File: src/rtl/cpr_pkg.sv
// Package for the case preserving replace block: item, configuration and job types,
// register indexes and the letter helper functions. No dependencies.
`default_nettype none

package cpr_pkg;

  localparam int unsigned MaxPattern = 8;
  localparam int unsigned LenW       = 4;
  localparam int unsigned PosW       = $clog2(MaxPattern);
  localparam int unsigned QueueDepth = 2;
  localparam int unsigned QPtrW      = $clog2(QueueDepth);
  localparam int unsigned CfgIdxW    = 2;

  localparam logic [7:0] CharUpA = 8'h41;
  localparam logic [7:0] CharUpZ = 8'h5a;
  localparam logic [7:0] CharLoA = 8'h61;
  localparam logic [7:0] CharLoZ = 8'h7a;
  localparam logic [7:0] CaseGap = CharLoA - CharUpA;

  typedef enum logic [CfgIdxW-1:0] {
    RegFindText     = 2'd0,
    RegFindLength   = 2'd1,
    RegReplaceText  = 2'd2,
    RegReplaceLength = 2'd3
  } cfg_idx_e;

  typedef struct packed {
    logic [7:0] in_byte;
    logic       is_final;
  } in_item_t;

  typedef struct packed {
    logic [7:0] out_byte;
    logic       run_last;
  } out_item_t;

  typedef struct packed {
    logic [MaxPattern-1:0][7:0] find_text;
    logic [LenW-1:0]            find_length;
    logic [MaxPattern-1:0][7:0] replace_text;
    logic [LenW-1:0]            replace_length;
  } cfg_t;

  typedef struct packed {
    logic            we;
    logic [LenW-1:0] value;
  } len_upd_t;

  typedef struct packed {
    logic [MaxPattern-1:0][7:0] bytes;
    logic [LenW-1:0]            count;
  } job_t;

  function automatic logic is_up(input logic [7:0] c);
    return (c >= CharUpA) && (c <= CharUpZ);
  endfunction

  function automatic logic is_lo(input logic [7:0] c);
    return (c >= CharLoA) && (c <= CharLoZ);
  endfunction

  function automatic logic [7:0] to_up(input logic [7:0] c);
    return is_lo(c) ? c - CaseGap : c;
  endfunction

  function automatic logic [7:0] to_lo(input logic [7:0] c);
    return is_up(c) ? c + CaseGap : c;
  endfunction

  function automatic logic same_letter(input logic [7:0] a, input logic [7:0] b);
    return (a == b) || ((is_up(a) || is_lo(a)) && ((a ^ CaseGap) == b));
  endfunction

  function automatic logic [LenW-1:0] eff_find_len(input logic [LenW-1:0] l);
    logic [LenW-1:0] r;
    r = l;
    if (r == '0) r = LenW'(1);
    if (r > LenW'(MaxPattern)) r = LenW'(MaxPattern);
    return r;
  endfunction

  function automatic logic [LenW-1:0] eff_rep_len(input logic [LenW-1:0] l);
    return (l > LenW'(MaxPattern)) ? LenW'(MaxPattern) : l;
  endfunction

endpackage

`default_nettype wire

File: src/rtl/cpr_front.sv
// Front end: holds the byte window, compares it with the find pattern and turns each
// accepted byte into at most one job of output bytes. Depends on cpr_pkg.
`default_nettype none

module cpr_front (
  input  wire logic            clk_i,
  input  wire logic            rst_ni,
  input  wire cpr_pkg::cfg_t   cfg_i,
  input  wire cpr_pkg::len_upd_t len_upd_i,
  input  wire logic            accept_i,
  input  wire cpr_pkg::in_item_t item_i,
  output logic                 push_o,
  output cpr_pkg::job_t        job_o
);
  import cpr_pkg::*;

  logic [MaxPattern-1:0][7:0] window_q, window_d;
  logic [LenW-1:0]            fill_q, fill_d;

  logic [MaxPattern-1:0][7:0] w, ws, adapted;
  logic [LenW-1:0]            len, fill0, fill1, rep_len;
  logic                       full_win, match, hit, first_up, later_up, up;

  always_comb begin
    len   = eff_find_len(cfg_i.find_length);
    fill0 = (fill_q >= len) ? '0 : fill_q;
    fill1 = fill0 + LenW'(1);
    for (int i = 0; i < MaxPattern; i++) begin
      w[i] = (fill0 == LenW'(i)) ? item_i.in_byte : window_q[i];
    end
    for (int i = 0; i < MaxPattern; i++) begin
      ws[i] = (i < MaxPattern - 1) ? w[(i + 1) % MaxPattern] : w[i];
    end
    full_win = (fill1 == len);
    match    = 1'b1;
    later_up = 1'b0;
    for (int i = 0; i < MaxPattern; i++) begin
      if (LenW'(i) < len && !same_letter(w[i], cfg_i.find_text[i])) match = 1'b0;
      if (i > 0 && LenW'(i) < len && is_up(w[i])) later_up = 1'b1;
    end
    first_up = is_up(w[0]);
    hit      = full_win && match;
    rep_len  = eff_rep_len(cfg_i.replace_length);
    for (int i = 0; i < MaxPattern; i++) begin
      up         = (i == 0) ? first_up : (first_up && later_up);
      adapted[i] = up ? to_up(cfg_i.replace_text[i]) : to_lo(cfg_i.replace_text[i]);
    end

    // Flushed bytes always follow the window order, with or without a leading byte.
    if (hit) begin
      job_o.bytes = adapted;
      job_o.count = rep_len;
    end else if (item_i.is_final) begin
      job_o.bytes = w;
      job_o.count = fill1;
    end else begin
      job_o.bytes = w;
      job_o.count = full_win ? LenW'(1) : '0;
    end
    push_o = accept_i && (job_o.count != '0);

    window_d = window_q;
    fill_d   = fill_q;
    if (accept_i) begin
      if (hit || item_i.is_final) begin
        window_d = w;
        fill_d   = '0;
      end else if (full_win) begin
        window_d = ws;
        fill_d   = fill1 - LenW'(1);
      end else begin
        window_d = w;
        fill_d   = fill1;
      end
    end else if (len_upd_i.we && fill_q >= eff_find_len(len_upd_i.value)) begin
      fill_d = '0;
    end
  end

  always_ff @(posedge clk_i) begin
    window_q <= window_d;
  end

  always_ff @(posedge clk_i or negedge rst_ni) begin
    if (!rst_ni) begin
      fill_q <= '0;
    end else begin
      fill_q <= fill_d;
    end
  end

endmodule

`default_nettype wire

File: src/rtl/cpr_queue.sv
// Short job queue between the front and back ends, first in first out.
// Depends on cpr_pkg.
`default_nettype none

module cpr_queue (
  input  wire logic          clk_i,
  input  wire logic          rst_ni,
  input  wire logic          push_i,
  input  wire cpr_pkg::job_t job_i,
  input  wire logic          pop_i,
  output cpr_pkg::job_t      head_o,
  output logic               not_empty_o,
  output logic               full_o
);
  import cpr_pkg::*;

  job_t                 mem_q [QueueDepth];
  logic [QPtrW-1:0]     wr_ptr_q, rd_ptr_q;
  logic [QPtrW:0]       cnt_q;

  assign head_o      = mem_q[rd_ptr_q];
  assign not_empty_o = (cnt_q != '0);
  assign full_o      = (cnt_q == (QPtrW + 1)'(QueueDepth));

  always_ff @(posedge clk_i) begin
    if (push_i) begin
      mem_q[wr_ptr_q] <= job_i;
    end
  end

  always_ff @(posedge clk_i or negedge rst_ni) begin
    if (!rst_ni) begin
      wr_ptr_q <= '0;
      rd_ptr_q <= '0;
      cnt_q    <= '0;
    end else begin
      if (push_i) begin
        wr_ptr_q <= (wr_ptr_q == QPtrW'(QueueDepth - 1)) ? '0 : wr_ptr_q + QPtrW'(1);
      end
      if (pop_i) begin
        rd_ptr_q <= (rd_ptr_q == QPtrW'(QueueDepth - 1)) ? '0 : rd_ptr_q + QPtrW'(1);
      end
      cnt_q <= cnt_q + (QPtrW + 1)'(push_i) - (QPtrW + 1)'(pop_i);
    end
  end

endmodule

`default_nettype wire

File: src/rtl/cpr_back.sv
// Back end: sends the bytes of the job at the queue head one per cycle, while the output
// is not held off, through an output register. Depends on cpr_pkg.
`default_nettype none

module cpr_back (
  input  wire logic          clk_i,
  input  wire logic          rst_ni,
  input  wire cpr_pkg::job_t head_i,
  input  wire logic          not_empty_i,
  output logic               pop_o,
  output logic               out_valid_o,
  input  wire logic          out_ready_i,
  output cpr_pkg::out_item_t out_item_o
);
  import cpr_pkg::*;

  logic [PosW-1:0] idx_q, idx_d;
  logic            valid_q;
  out_item_t       item_q;
  logic            load, last;

  always_comb begin
    load  = not_empty_i && (!valid_q || out_ready_i);
    last  = ({1'b0, idx_q} == head_i.count - LenW'(1));
    pop_o = load && last;
    idx_d = idx_q;
    if (load) begin
      idx_d = last ? '0 : idx_q + PosW'(1);
    end
  end

  always_ff @(posedge clk_i) begin
    if (load) begin
      item_q.out_byte <= head_i.bytes[idx_q];
      item_q.run_last <= last;
    end
  end

  always_ff @(posedge clk_i or negedge rst_ni) begin
    if (!rst_ni) begin
      valid_q <= 1'b0;
      idx_q   <= '0;
    end else begin
      idx_q <= idx_d;
      if (load) begin
        valid_q <= 1'b1;
      end else if (out_ready_i) begin
        valid_q <= 1'b0;
      end
    end
  end

  assign out_valid_o = valid_q;
  assign out_item_o  = item_q;

endmodule

`default_nettype wire

File: src/rtl/case_preserving_replace.sv
// Top level of the case preserving replace block: configuration registers, front end,
// job queue and back end. Depends on cpr_pkg, cpr_front, cpr_queue and cpr_back.
//
// The block takes one text byte per cycle while its two-entry job queue has room, and
// sends one result byte per cycle while the output accepts. Each input byte yields at
// most one job: a match emits the case-adapted replacement (up to eight bytes), else the
// oldest window byte once the window is full, and a final byte adds the rest of the
// window. A job of n bytes holds the single output port until all are sent, so input
// stalls while multi-byte jobs drain or the output is held off. The user must write
// configuration via the plain write port only while idle; the block does not enforce it.
`default_nettype none

module case_preserving_replace (
  input  wire logic                          clk_i,
  input  wire logic                          rst_ni,
  input  wire logic                          in_valid_i,
  output logic                               in_ready_o,
  input  wire cpr_pkg::in_item_t             in_item_i,
  output logic                               out_valid_o,
  input  wire logic                          out_ready_i,
  output cpr_pkg::out_item_t                 out_item_o,
  input  wire logic                          cfg_we_i,
  input  wire logic [cpr_pkg::CfgIdxW-1:0]   cfg_idx_i,
  input  wire logic [8*cpr_pkg::MaxPattern-1:0] cfg_data_i
);
  import cpr_pkg::*;

  cfg_t     cfg_q;
  len_upd_t len_upd;
  job_t     job, head;
  logic     accept, push, pop, not_empty, full;

  assign in_ready_o    = !full;
  assign accept        = in_valid_i && !full;
  assign len_upd.we    = cfg_we_i && (cfg_idx_e'(cfg_idx_i) == RegFindLength);
  assign len_upd.value = cfg_data_i[LenW-1:0];

  always_ff @(posedge clk_i or negedge rst_ni) begin
    if (!rst_ni) begin
      cfg_q.find_text      <= '0;
      cfg_q.find_length    <= LenW'(1);
      cfg_q.replace_text   <= '0;
      cfg_q.replace_length <= '0;
    end else if (cfg_we_i) begin
      case (cfg_idx_e'(cfg_idx_i))
        RegFindText:      cfg_q.find_text      <= cfg_data_i;
        RegFindLength:    cfg_q.find_length    <= cfg_data_i[LenW-1:0];
        RegReplaceText:   cfg_q.replace_text   <= cfg_data_i;
        RegReplaceLength: cfg_q.replace_length <= cfg_data_i[LenW-1:0];
        default: ;
      endcase
    end
  end

  cpr_front u_front (
    .clk_i     (clk_i),
    .rst_ni    (rst_ni),
    .cfg_i     (cfg_q),
    .len_upd_i (len_upd),
    .accept_i  (accept),
    .item_i    (in_item_i),
    .push_o    (push),
    .job_o     (job)
  );

  cpr_queue u_queue (
    .clk_i       (clk_i),
    .rst_ni      (rst_ni),
    .push_i      (push),
    .job_i       (job),
    .pop_i       (pop),
    .head_o      (head),
    .not_empty_o (not_empty),
    .full_o      (full)
  );

  cpr_back u_back (
    .clk_i       (clk_i),
    .rst_ni      (rst_ni),
    .head_i      (head),
    .not_empty_i (not_empty),
    .pop_o       (pop),
    .out_valid_o (out_valid_o),
    .out_ready_i (out_ready_i),
    .out_item_o  (out_item_o)
  );

endmodule

`default_nettype wire

File: config.mk
export PLATFORM = sky130hd
export DESIGN_NAME = case_preserving_replace
export DESIGN_NICKNAME = d
export VERILOG_FILES = /design/src/rtl/cpr_pkg.sv /design/src/rtl/cpr_front.sv /design/src/rtl/cpr_queue.sv /design/src/rtl/cpr_back.sv /design/src/rtl/case_preserving_replace.sv
export SDC_FILE = /design/constraint.sdc
export NUM_CORES = 1
export LEC_CHECK = 0
export ABC_AREA = 1
export BUFFER_PORTS_ARGS = -buffer_cell sky130_fd_sc_hd__buf_2
export CORE_MARGIN = 2
export CORE_UTILIZATION = 36
export CTS_CLUSTER_DIAMETER = 30
export CTS_CLUSTER_SIZE = 30
export DETAILED_ROUTE_END_ITERATION = 8
export HOLD_SLACK_MARGIN = 0.06
export PLACE_DENSITY_LB_ADDON = 0.1
export SLEW_MARGIN = 15
export SYNTH_ARGS = -nofsm -noshare
export SYNTH_HDL_FRONTEND = slang
export SYNTH_SLANG_ARGS = --single-unit
File: constraint.sdc
create_clock -name clk_i -period 22.5 [get_ports clk_i]
set_clock_uncertainty 0.05 [all_clocks]
set_input_delay 2.25 -clock clk_i [delete_from_list [all_inputs] [get_ports clk_i]]
set_output_delay 2.25 -clock clk_i [all_outputs]
set_load 0.01 [all_outputs]
Word-level counts from Yosys, hierarchy flattened
Memory sizes are Yosys's and may differ from the RTL's.
Cells that the tools add are included.
- register bits after elaboration: 221
- bits in writable memories: 136
- input bits: 80
- output and inout bits: 11
- logic and storage cells: 350
- memories: 1
- memories (name ; words ; width ; read ports ; clocked after memory_dff ; write ports ; line ; RTL):
    u_queue.mem_q ; 2 ; 68 ; 1 ; 0 ; 1 ; cpr_queue.sv:17 ; job_t mem_q [QueueDepth];
- $add $sub $neg: 24
- magnitude comparators: 78
- equal/unequal tests: 29
- muxes and demuxes: 73
- bitwise gates (word level): 8
- reductions and logical operators: 103
- operators by type and width (cell ; number):
    8-bit 2-to-1 mux ; 33
    8-bit by 7-bit greater-or-equal comparator with 1-bit output (second input constant) ; 32
    8-bit by 7-bit <= comparator with 1-bit output (second input constant) ; 32
    8-bit == test ; 16
    56-bit 2-to-1 mux ; 2
    68-bit 2-to-1 mux ; 1
    8-bit by 6-bit adder with 8-bit output (second input constant) ; 8
    8-bit by 6-bit subtractor with 8-bit output (second input constant) ; 8
    1-bit logical AND ; 63
    4-bit 2-to-1 mux ; 13
    8-bit binary-select mux with 3-bit select ; 1
    1-bit 2-to-1 mux ; 22
    1-bit logical OR ; 18
    4-bit by 3-bit == test with 1-bit output (second input constant) ; 4
    3-bit by 4-bit < comparator with 1-bit output (first input constant) ; 4
    4-bit > comparator (second input constant) ; 3
    4-bit zero test ; 3
    1-bit zero test ; 10
    4-bit by 2-bit == test with 1-bit output (second input constant) ; 2
    4-bit greater-or-equal comparator ; 2
    1-bit by 4-bit < comparator with 1-bit output (first input constant) ; 2
    2-bit by 4-bit < comparator with 1-bit output (first input constant) ; 2
    1-bit inverter ; 8
    2-bit AND reduction ; 4
    16 further kinds ; 22

Logic depth before layout (Yosys ltp)
Gate-level depths: netlist of run 1.
- depth after elaboration: 29
- depth in mapped cells: 39
- gate-level depth less buffers: 37

By module
From an unflattened synthesis of run 1, not the netlist that was laid out.
- cell total of the unflattened synthesis: 2710
- area, all modules: 21062.7 µm²
- modules (own cells, without submodules) (module ; times used ; cells an instance ; area an instance (µm²) ; sequential area each (µm²)):
    cpr_front ; 1 ; 1528 ; 8992.4 ; 2021.9
    case_preserving_replace ; 1 ; 606 ; 5590.4 ; 3404.5
    cpr_queue ; 1 ; 380 ; 5240.0 ; 4184.0
    cpr_back ; 1 ; 196 ; 1239.9 ; 370.4

Least setup slack after synthesis of run 1
Ideal clock, no wire load.
- path kind: input to register
- from: input port in_item_i[7] (netlist bit)
- to: memory u_queue.mem_q[1][0] (netlist bit) (enable)
- setup time: 0.495 ns
- data arrival time: 6.878 ns
- required time: 21.955 ns
- path slack: 15.077 ns
- stages: 20
- buffers on the path: 0
- path through: inv_1 > o21ai_1 > nand2_1 > nor2_1 > nand2_1 > nand2_1 > nand2_1 > nand2_1 > nand2_1 > nand2_1 > nand2_1 > nand2_1 > nand2_2 > nand3_4 > nand2_1 > nand2_1 > nor2_1 > nand2_1 > nand2_1 > nor2_1
- RTL lines (element ; line ; RTL):
    from (decl) ; case_preserving_replace.sv:18 ; input wire cpr_pkg::in_item_t in_item_i,
    to (decl) ; cpr_queue.sv:17 ;

Worst setup path after layout of run 1
- from: register cfg_q[71] (netlist bit)
- to: register u_front.window_q[21] (netlist bit) (data pin)
- cells in the longest elaborated chain, start to end: 26
- elaborated cells on any way between the ends: 156
- those cells by class: add/sub: 1; order compare: 42; eq/ne: 24; mux: 21; bitwise: 8; reduce/logical: 60
- RTL lines (element ; line ; RTL):
    from (decl) ; case_preserving_replace.sv:28 ; cfg_t cfg_q;
    4-bit zero test ; cpr_pkg.sv:77 ; if (r == '0) r = LenW'(1);
    4-bit 2-to-1 mux (*) ; cpr_pkg.sv:77 ;
    4-bit > comparator ; cpr_pkg.sv:78 ; if (r > LenW'(MaxPattern)) r = LenW'(MaxPattern);
    4-bit 2-to-1 mux (*) ; cpr_pkg.sv:78 ;
    4-bit greater-or-equal comparator ; cpr_front.sv:26 ; fill0 = (fill_q >= len) ? '0 : fill_q;
    4-bit 2-to-1 mux ; cpr_front.sv:26 ;
    4-bit zero test ; cpr_front.sv:29 ; w[i] = (fill0 == LenW'(i)) ? item_i.in_byte : window_q[i];
    8-bit 2-to-1 mux ; cpr_front.sv:29 ;
    (+3 left out) ; n/a ;
    1-bit logical AND ; cpr_pkg.sv:71 ; return (a == b) || ((is_up(a) || is_lo(a)) && ((a ^ CaseGap) == b));
    1-bit logical OR ; cpr_pkg.sv:71 ;
    1-bit zero test ; cpr_front.sv:38 ; if (LenW'(i) < len && !same_letter(w[i], cfg_i.find_text[i])) match = 1'b0;
    1-bit logical AND ; cpr_front.sv:38 ;
    1-bit 2-to-1 mux (8 in a row) ; cpr_front.sv:38 ;
    1-bit logical AND ; cpr_front.sv:42 ; hit = full_win && match;
    1-bit logical OR ; cpr_front.sv:65 ; if (hit || item_i.is_final) begin
    56-bit 2-to-1 mux (*) ; cpr_front.sv:65 ;
    to (signal assigned) ; cpr_front.sv:81 ; window_q <= window_d;
    to (decl) ; cpr_front.sv:17 ; logic [MaxPattern-1:0][7:0] window_q, window_d;
Mark *: on every way between the ends. The rest lies on a longest branch, timed or not.
A chain may end at the register's enable or synchronous reset.

==> results of run 1 <==
layout make-up:
class / instances / area (sq um) / area share [%]
clock buffers: 118 / 2690 / 11.0
repair buffers: 104 / 562 / 2.30
well taps: 748 / 936 / 3.82
multi-input cells: 1696 / 8400 / 34.3
inverters: 352 / 1320 / 5.40
clock inverters: 61 / 584 / 2.39
flip-flops and latches: 357 / 9980 / 40.8
per-stage QoR:
| stage | setup slack [ns] | cell area (sq um) |
|---|---|---|
| after floorplan | 15.08 | 20100 |
| after global placement | 15.02 | 21200 |
| after detailed placement | 14.77 | 21200 |
| after CTS | 14.75 | 24500 |
| after global routing | 13.88 | 24500 |
| final | 14.60 | 24500 |
synthesized netlist by cell type (35+ instances only):
cell	number	area, sq um
a21oi_1	74	370
mux2i_1	35	350
inv_1	346	1300
clkbuf_1	53	199
nand3_1	102	510
edfxtp_1	209	6280
o21ai_0	314	1570
dfrtp_1	147	3680
o211ai_1	40	300
nand2_1	767	2880
nor2_1	115	432
o21ai_1	59	295
registers in the layout, summed over array words and instances (netlist names):
name / flops
u_back.idx_q: 3
u_queue.mem_q: 136
u_queue.wr_ptr_q: 1
u_front.window_q: 64
u_queue.rd_ptr_q: 1
u_queue.cnt_q: 2
u_back.out_item_o: 9
u_back.out_valid_o: 1
cfg_q: 136
u_front.fill_q: 4
how the worst max path moves through the flow:
stage                     slack [ns]              endpoint  depth (start not counted)
final                          14.60  u_front.window_q[21]                         29
after floorplan                15.08   u_queue.mem_q[1][0]                         20
after global placement         15.02  u_front.window_q[38]                         29
after detailed placement       14.77  u_front.window_q[38]                         29
after global routing           13.88  u_front.window_q[38]                         29
after CTS                      14.75  u_front.window_q[21]                         29
worst max-delay path, delay by kind of cell (launching register included):
kind,cells,cell delay (ns)
AO/OA/AOI/OAI,3,0.92
flip-flops,1,0.42
AND/OR/NAND/NOR,18,3.44
buffers and inverters,6,1.74
adder cells (fa/ha/maj),2,0.94
per-layer routing:
layer  wire (um)  share of wire (%)
met1       31600                 47
met2       29800                 44
met3        4170                6.2
met4        1790                2.7
met5           0                  0
cell families (layout without fill, tap and decap cells):
| logic type | Yosys count | in the layout | synth area share, % |
|---|---|---|---|
| xor+xnor | 44 | 44 | 1.92 |
| buf+inv | 446 | 635 | 8.69 |
| simple gates | 1062 | 1062 | 21.7 |
| compound gates | 522 | 522 | 14.2 |
| mux | 36 | 36 | 1.80 |
| flops | 357 | 357 | 49.7 |
| fa+ha+maj | 32 | 32 | 1.99 |
where the power goes:
group          switching (mW)  internal, mW
logic                    1.03         0.403
clock network           0.425         0.937
registers               0.115         0.977
==> metrics.md, run 1 <==
| Metric | Value |
|---|---|
| HPWL Detailed | `around 49000 um` |
| Vias in the first global route | `approximately 17000` |
| Setup TNS | `0 ns` |
| CTS H-tree lvls | `3` |
| Power Total | `between 3 and 4 mW` |
| Skew-Pair Late Insertion Delay | `0.63 ns` |
| Die footprint | `0.0577 sq mm` |
| Cells after synthesis | `2499` |
| Initial DRC count | `1568` |
| Most Crowded Layer GR | `met2` |
| Clock-pin slew of the registers on the worst-case setup and hold paths | `~0.040 ns` |
| IO buf count | `90` |
| Hold path depth | `2` |
| Root buffer cell | `clkbuf_16` |
| Clk sink count | `357` |
| Largest net degree at the start of global routing | `81` |
| Post-synthesis sequential area ratio | `about half` |
| Leading cell type in the layout, fill and taps excluded | `nand2_1` |
| Hold Path End | `cfg_q[61]` |
| Grt met3 use | `4.80%` |
| Pwr dens | `159 mW/mm^2` |
| Maximum vdd drop | `between 0.07 and 0.08 mV` |
| P&R area growth vs syn | `21.8%` |
| EDFF count, synth | `209` |
| Reg2reg path depth | `29` |
| Fin Hold WS | `between 0.4 and 0.5 ns` |
| Final hold violations | `0` |
| CTS resizes | `0` |
| Hold crit path type | `reg -> reg` |
| Worst slew pin tran | `around 1.1 ns` |
| Relative slew slack | `26.2%` |
| Total Wirelength | `67400 um` |
| Max_cap viols | `0` |
| Hold_buf cts | `0` |
| R2r setup slk | `14.60 ns` |
| Total GRT Usage | `23.6%` |
| GRT Residual Overflow | `0` |
| Most common cell on crit path | `nand2_1` |
| Vias | `around 17000` |
| Fin util | `44.4%` |
| Leak Pwr | `between 10 and 15 nW` |
| Max Fanout on Critical Path | `73` |
| Diodes inserted | `0` |
| First-pass GRT wire length | `101000 um` |
| Crit path from | `cfg_q[71]` |
| Critical path startpoint category | `flop` |
| Status | `complete, no violations` |
| Initial Util | `a little over a third` |
| Die height | `240 um` |
| Hold Startpoint | `cfg_q[61]` |
| Met1 Use GR | `about a third` |
| Longest Clk Path Bufs | `3` |
| Setup CP Type | `reg -> reg` |
| Total clock buffers created by CTS | `96` |
| Net Count, Synth | `~2600` |
| RSZ-0062 raised after global routing | `no` |
| Reg-to-Reg Start | `cfg_q[71]` |
| FMAX | `127 MHz` |
| Crit path arrival time | `8.19 ns` |
| # setup viols final | `0` |
| Core area | `0.0551 sq mm` |
| Synth Flop Type | `edfxtp_1` |
| Inst Count DP | `3257` |
| I/O pin count | `91` |
| Seq cells post-synth | `357` |
| Layout cells sized above 1 | `a little under an eighth` |
| Synth warnings | `0` |
| Mapped cell area | `0.0201 sq mm` |
| Residual DRC count | `0` |
| Synth async-reset ratio | `between 40% and 50%` |
| Syn Area/Cell | `8.04 sq um` |
| Routed len/inst | `about 20 um` |
| Die Wd | `240 um` |
| Final Critical Period | `7.90 ns` |
| Final std cells w/o fill | `3436` |
| Critical path's largest stage delay | `0.69 ns` |
| Row cnt | `86` |
| CP required | `22.79 ns` |
| Yosys cell types | `54` |
| Most frequent cells in the layout | `767 x nand2_1, 344 x inv_1, 313 x o21ai_0, 209 x edfxtp_1, 146 x dfrtp_1` |
| GRT met2 Usage | `a little over a third` |
| Reg2Reg Capture Point | `u_front.window_q[21]` |
| Vias/cell | `5.05` |
| Final critical-path share of the clock period | `35.1%` |
| Nets | `roughly 2700` |
| First drt pass iteration count | `7` |
| Initial antenna violation count | `2` |
| Gpl congestion | `roughly 0.89` |
| CTS tree | `yes` |
| Final Max Slew Viols | `0` |
| # fillers | `5540` |
| Crit-path slowest cell | `ha_1` |
| Post-CTS Setup Repair Bufs | `0` |
| Remaining antenna violation count | `0` |
| CP Capture Type | `flop` |
(Power assumes the default switching activity.)
==> run 2, diff against run 1 <==
Clock period 22.5 ns to 7.6 ns, I/O delays scaled along.
==> metrics.md, run 2 (same netlist as run 1, synthesis figures left out) <==
| Metric | Value |
|---|---|
| Layout cells sized above 1 | `11.7%` |
| Post-layout instance area | `0.0247 sq mm` |
| Multi-input gate area | `approximately 0.0084 sq mm` |
| Biggest regs | `cfg_q: 136 flops, u_queue.mem_q: 136 flops, u_front.window_q: 64 flops` |
| Largest net degree at the start of global routing | `75` |
| Residual DRC count | `0` |
| First drt pass iteration count | `7` |
| Vias/cell | `5.06` |
| Reg-to-Reg Start | `cfg_q[71]` |
| DP Area | `0.0214 sq mm` |
| CP Capture Type | `flop` |
| Gpl congestion | `0.882` |
| RSZ-0062 raised after global routing | `no` |
| # setup viols final | `0` |
| Worst slew pin tran | `between 1 and 1.5 ns` |
| Die Wd | `240 um` |
| Grt met3 use | `4.13%` |
| Final Max Slew Viols | `0` |
| CTS H-tree lvls | `3` |
| CTS resizes | `0` |
| Leak Pwr | `11.6 nW` |
| Status | `complete, no violations` |
| Hold path depth | `4` |
| Crit path arrival time | `6.68 ns` |
| Maximum vdd drop | `0.316 mV` |
| Initial DRC count | `about 1600` |
| Reg2Reg Capture Point | `u_queue.mem_q[1][63]` |
| Hold crit path type | `in -> reg` |
| Clock-pin slew of the registers on the worst-case setup and hold paths | `0.04 ns` |
| Total GRT Usage | `24.1%` |
| Final hold violations | `0` |
| I/O pin count | `slightly above 90` |
| Row cnt | `86` |
| Setup TNS | `0 ns` |
| First-pass GRT wire length | `103000 um` |
| Root buffer cell | `clkbuf_16` |
| Reg2reg path depth | `25` |
| FMAX | `about 150 MHz` |
| Leading cell type in the layout, fill and taps excluded | `nand2_1` |
| Final Critical Period | `around 6.5 ns` |
| Remaining antenna violation count | `0` |
| Total clock buffers created by CTS | `94` |
| Pwr dens | `approximately 470 mW/mm^2` |
| Core area | `0.0551 sq mm` |
| CP required | `~7.8 ns` |
| Die footprint | `approximately 0.058 sq mm` |
| Critical path startpoint category | `flop` |
| Initial antenna violation count | `1` |
| Relative slew slack | `31.4%` |
| Max Fanout on Critical Path | `51` |
| Routed len/inst | `between 15 and 20 um` |
| Crit path from | `cfg_q[71]` |
| # fillers | `5579` |
| P&R area growth vs syn | `22.9%` |
| Total Wirelength | `68100 um` |
| Final critical-path share of the clock period | `between 80% and 90%` |
| IO buf count | `90` |
| Register area | `0.00998 sq mm` |
| Met1 Use GR | `about a third` |
| GRT Residual Overflow | `0` |
| CTS tree | `yes` |
| Vias | `17400` |
| GRT met2 Usage | `36.8%` |
| Max_cap viols | `0` |
| Vias in the first global route | `16800` |
| Post-CTS Setup Repair Bufs | `0` |
| Die height | `240 um` |
| Most frequent cells in the layout | `767 x nand2_1, 344 x inv_1, 314 x o21ai_0, 209 x edfxtp_1, 146 x dfrtp_1` |
| Nets | `around 2700` |
| Setup CP Type | `reg -> reg` |
| Clk sink count | `357` |
| Most Crowded Layer GR | `met2` |
| Crit path capture | `u_queue.mem_q[1][63]` |
| Fin util | `44.8%` |
| R2r setup slk | `1.13 ns` |
| Longest Clk Path Bufs | `3` |
| Initial Util | `between 30 and 40%` |
| HPWL Detailed | `49500 um` |
| Skew-Pair Late Insertion Delay | `approximately 0.63 ns` |
| Hold_buf cts | `1` |
-- run 2: changes by cell type in the layout (fill, tap and decap cells not counted), moves of 2 or more --
cell        change
clkbuf_1        +7
buf_4          +10
clkinvlp_4      -6
clkinv_4        -4
buf_12          +4
inv_4           -3
clkinv_2        -4
inv_6           -3
clkbuf_16       -2
clkbuf_8        +2
bufinv_16       +5
clkinv_1        +3
-- run 2: how the worst min path moves through the flow --
stage,from,endpoint,slack (ns)
floorplan,u_queue.wr_ptr_q,u_queue.wr_ptr_q,0.39
global placement,u_queue.wr_ptr_q,u_queue.wr_ptr_q,0.41
detailed placement,u_queue.wr_ptr_q,u_queue.wr_ptr_q,0.41
CTS,out_ready_i,u_back.out_valid_o,0.33
global route,out_ready_i,u_back.out_valid_o,0.36
finish,out_ready_i,u_back.out_valid_o,0.35
-- run 2: stage by stage --
stage	cells	power [mW]	hold slack, ns	setup WS [ns]
detailed placement	3271	7.53	0.414	1.27
global placement	3271	7.50	0.407	1.50
finish	3448	11.6	0.352	1.13
floorplan	2499	6.01	0.392	0.201
CTS	3447	11.7	0.329	1.24
global route	3447	12.4	0.360	0.503
-- run 2: per-layer routing --
metal  share of wire, %  vias up
li1                   -     8499
met3                6.2      109
met1                 47     8301
met4                2.4        0
met2                 44      522
met5                  0        -
-- run 2: critical path: stages (launching register included) --
cell and delay (ns):
dfrtp_1 0.43, inv_1 0.20, nand2_1 0.13, nor2_1 0.21, inv_1 0.08, nand2_1 0.13
ha_1 0.24, nand2_1 0.07, inv_1 0.05, nand2_2 0.14, nand3_1 0.18, nor2_1 0.27
ha_1 0.65, nand2_1 0.39, o21ai_0 0.57, nand2_1 0.09, nand2_1 0.10, nand2_1 0.05
nor2_1 0.08, nand2_1 0.11, a21oi_1 0.14, nand3_1 0.15, a21oi_4 0.23, nand3_4 0.14
buf_4 0.32, o21ai_0 0.87
-- run 2: final cells by class --
class / instances / share of cell area (%)
multi-input combinational: 1696 / 34.0
clock buffer: 125 / 10.9
timing repair buffer: 119 / 2.95
sequential: 357 / 40.5
inverter: 352 / 5.35
clock inverter: 50 / 2.50
tap: 748 / 3.79
antenna: 1 / 0.0101
-- run 2: power by group --
| group | switching, mW | total [mW] | internal, mW |
|---|---|---|---|
| clock network | 1.20 | 4.11 | 2.90 |
| registers | 0.352 | 3.24 | 2.89 |
| logic | 3.03 | 4.29 | 1.26 |
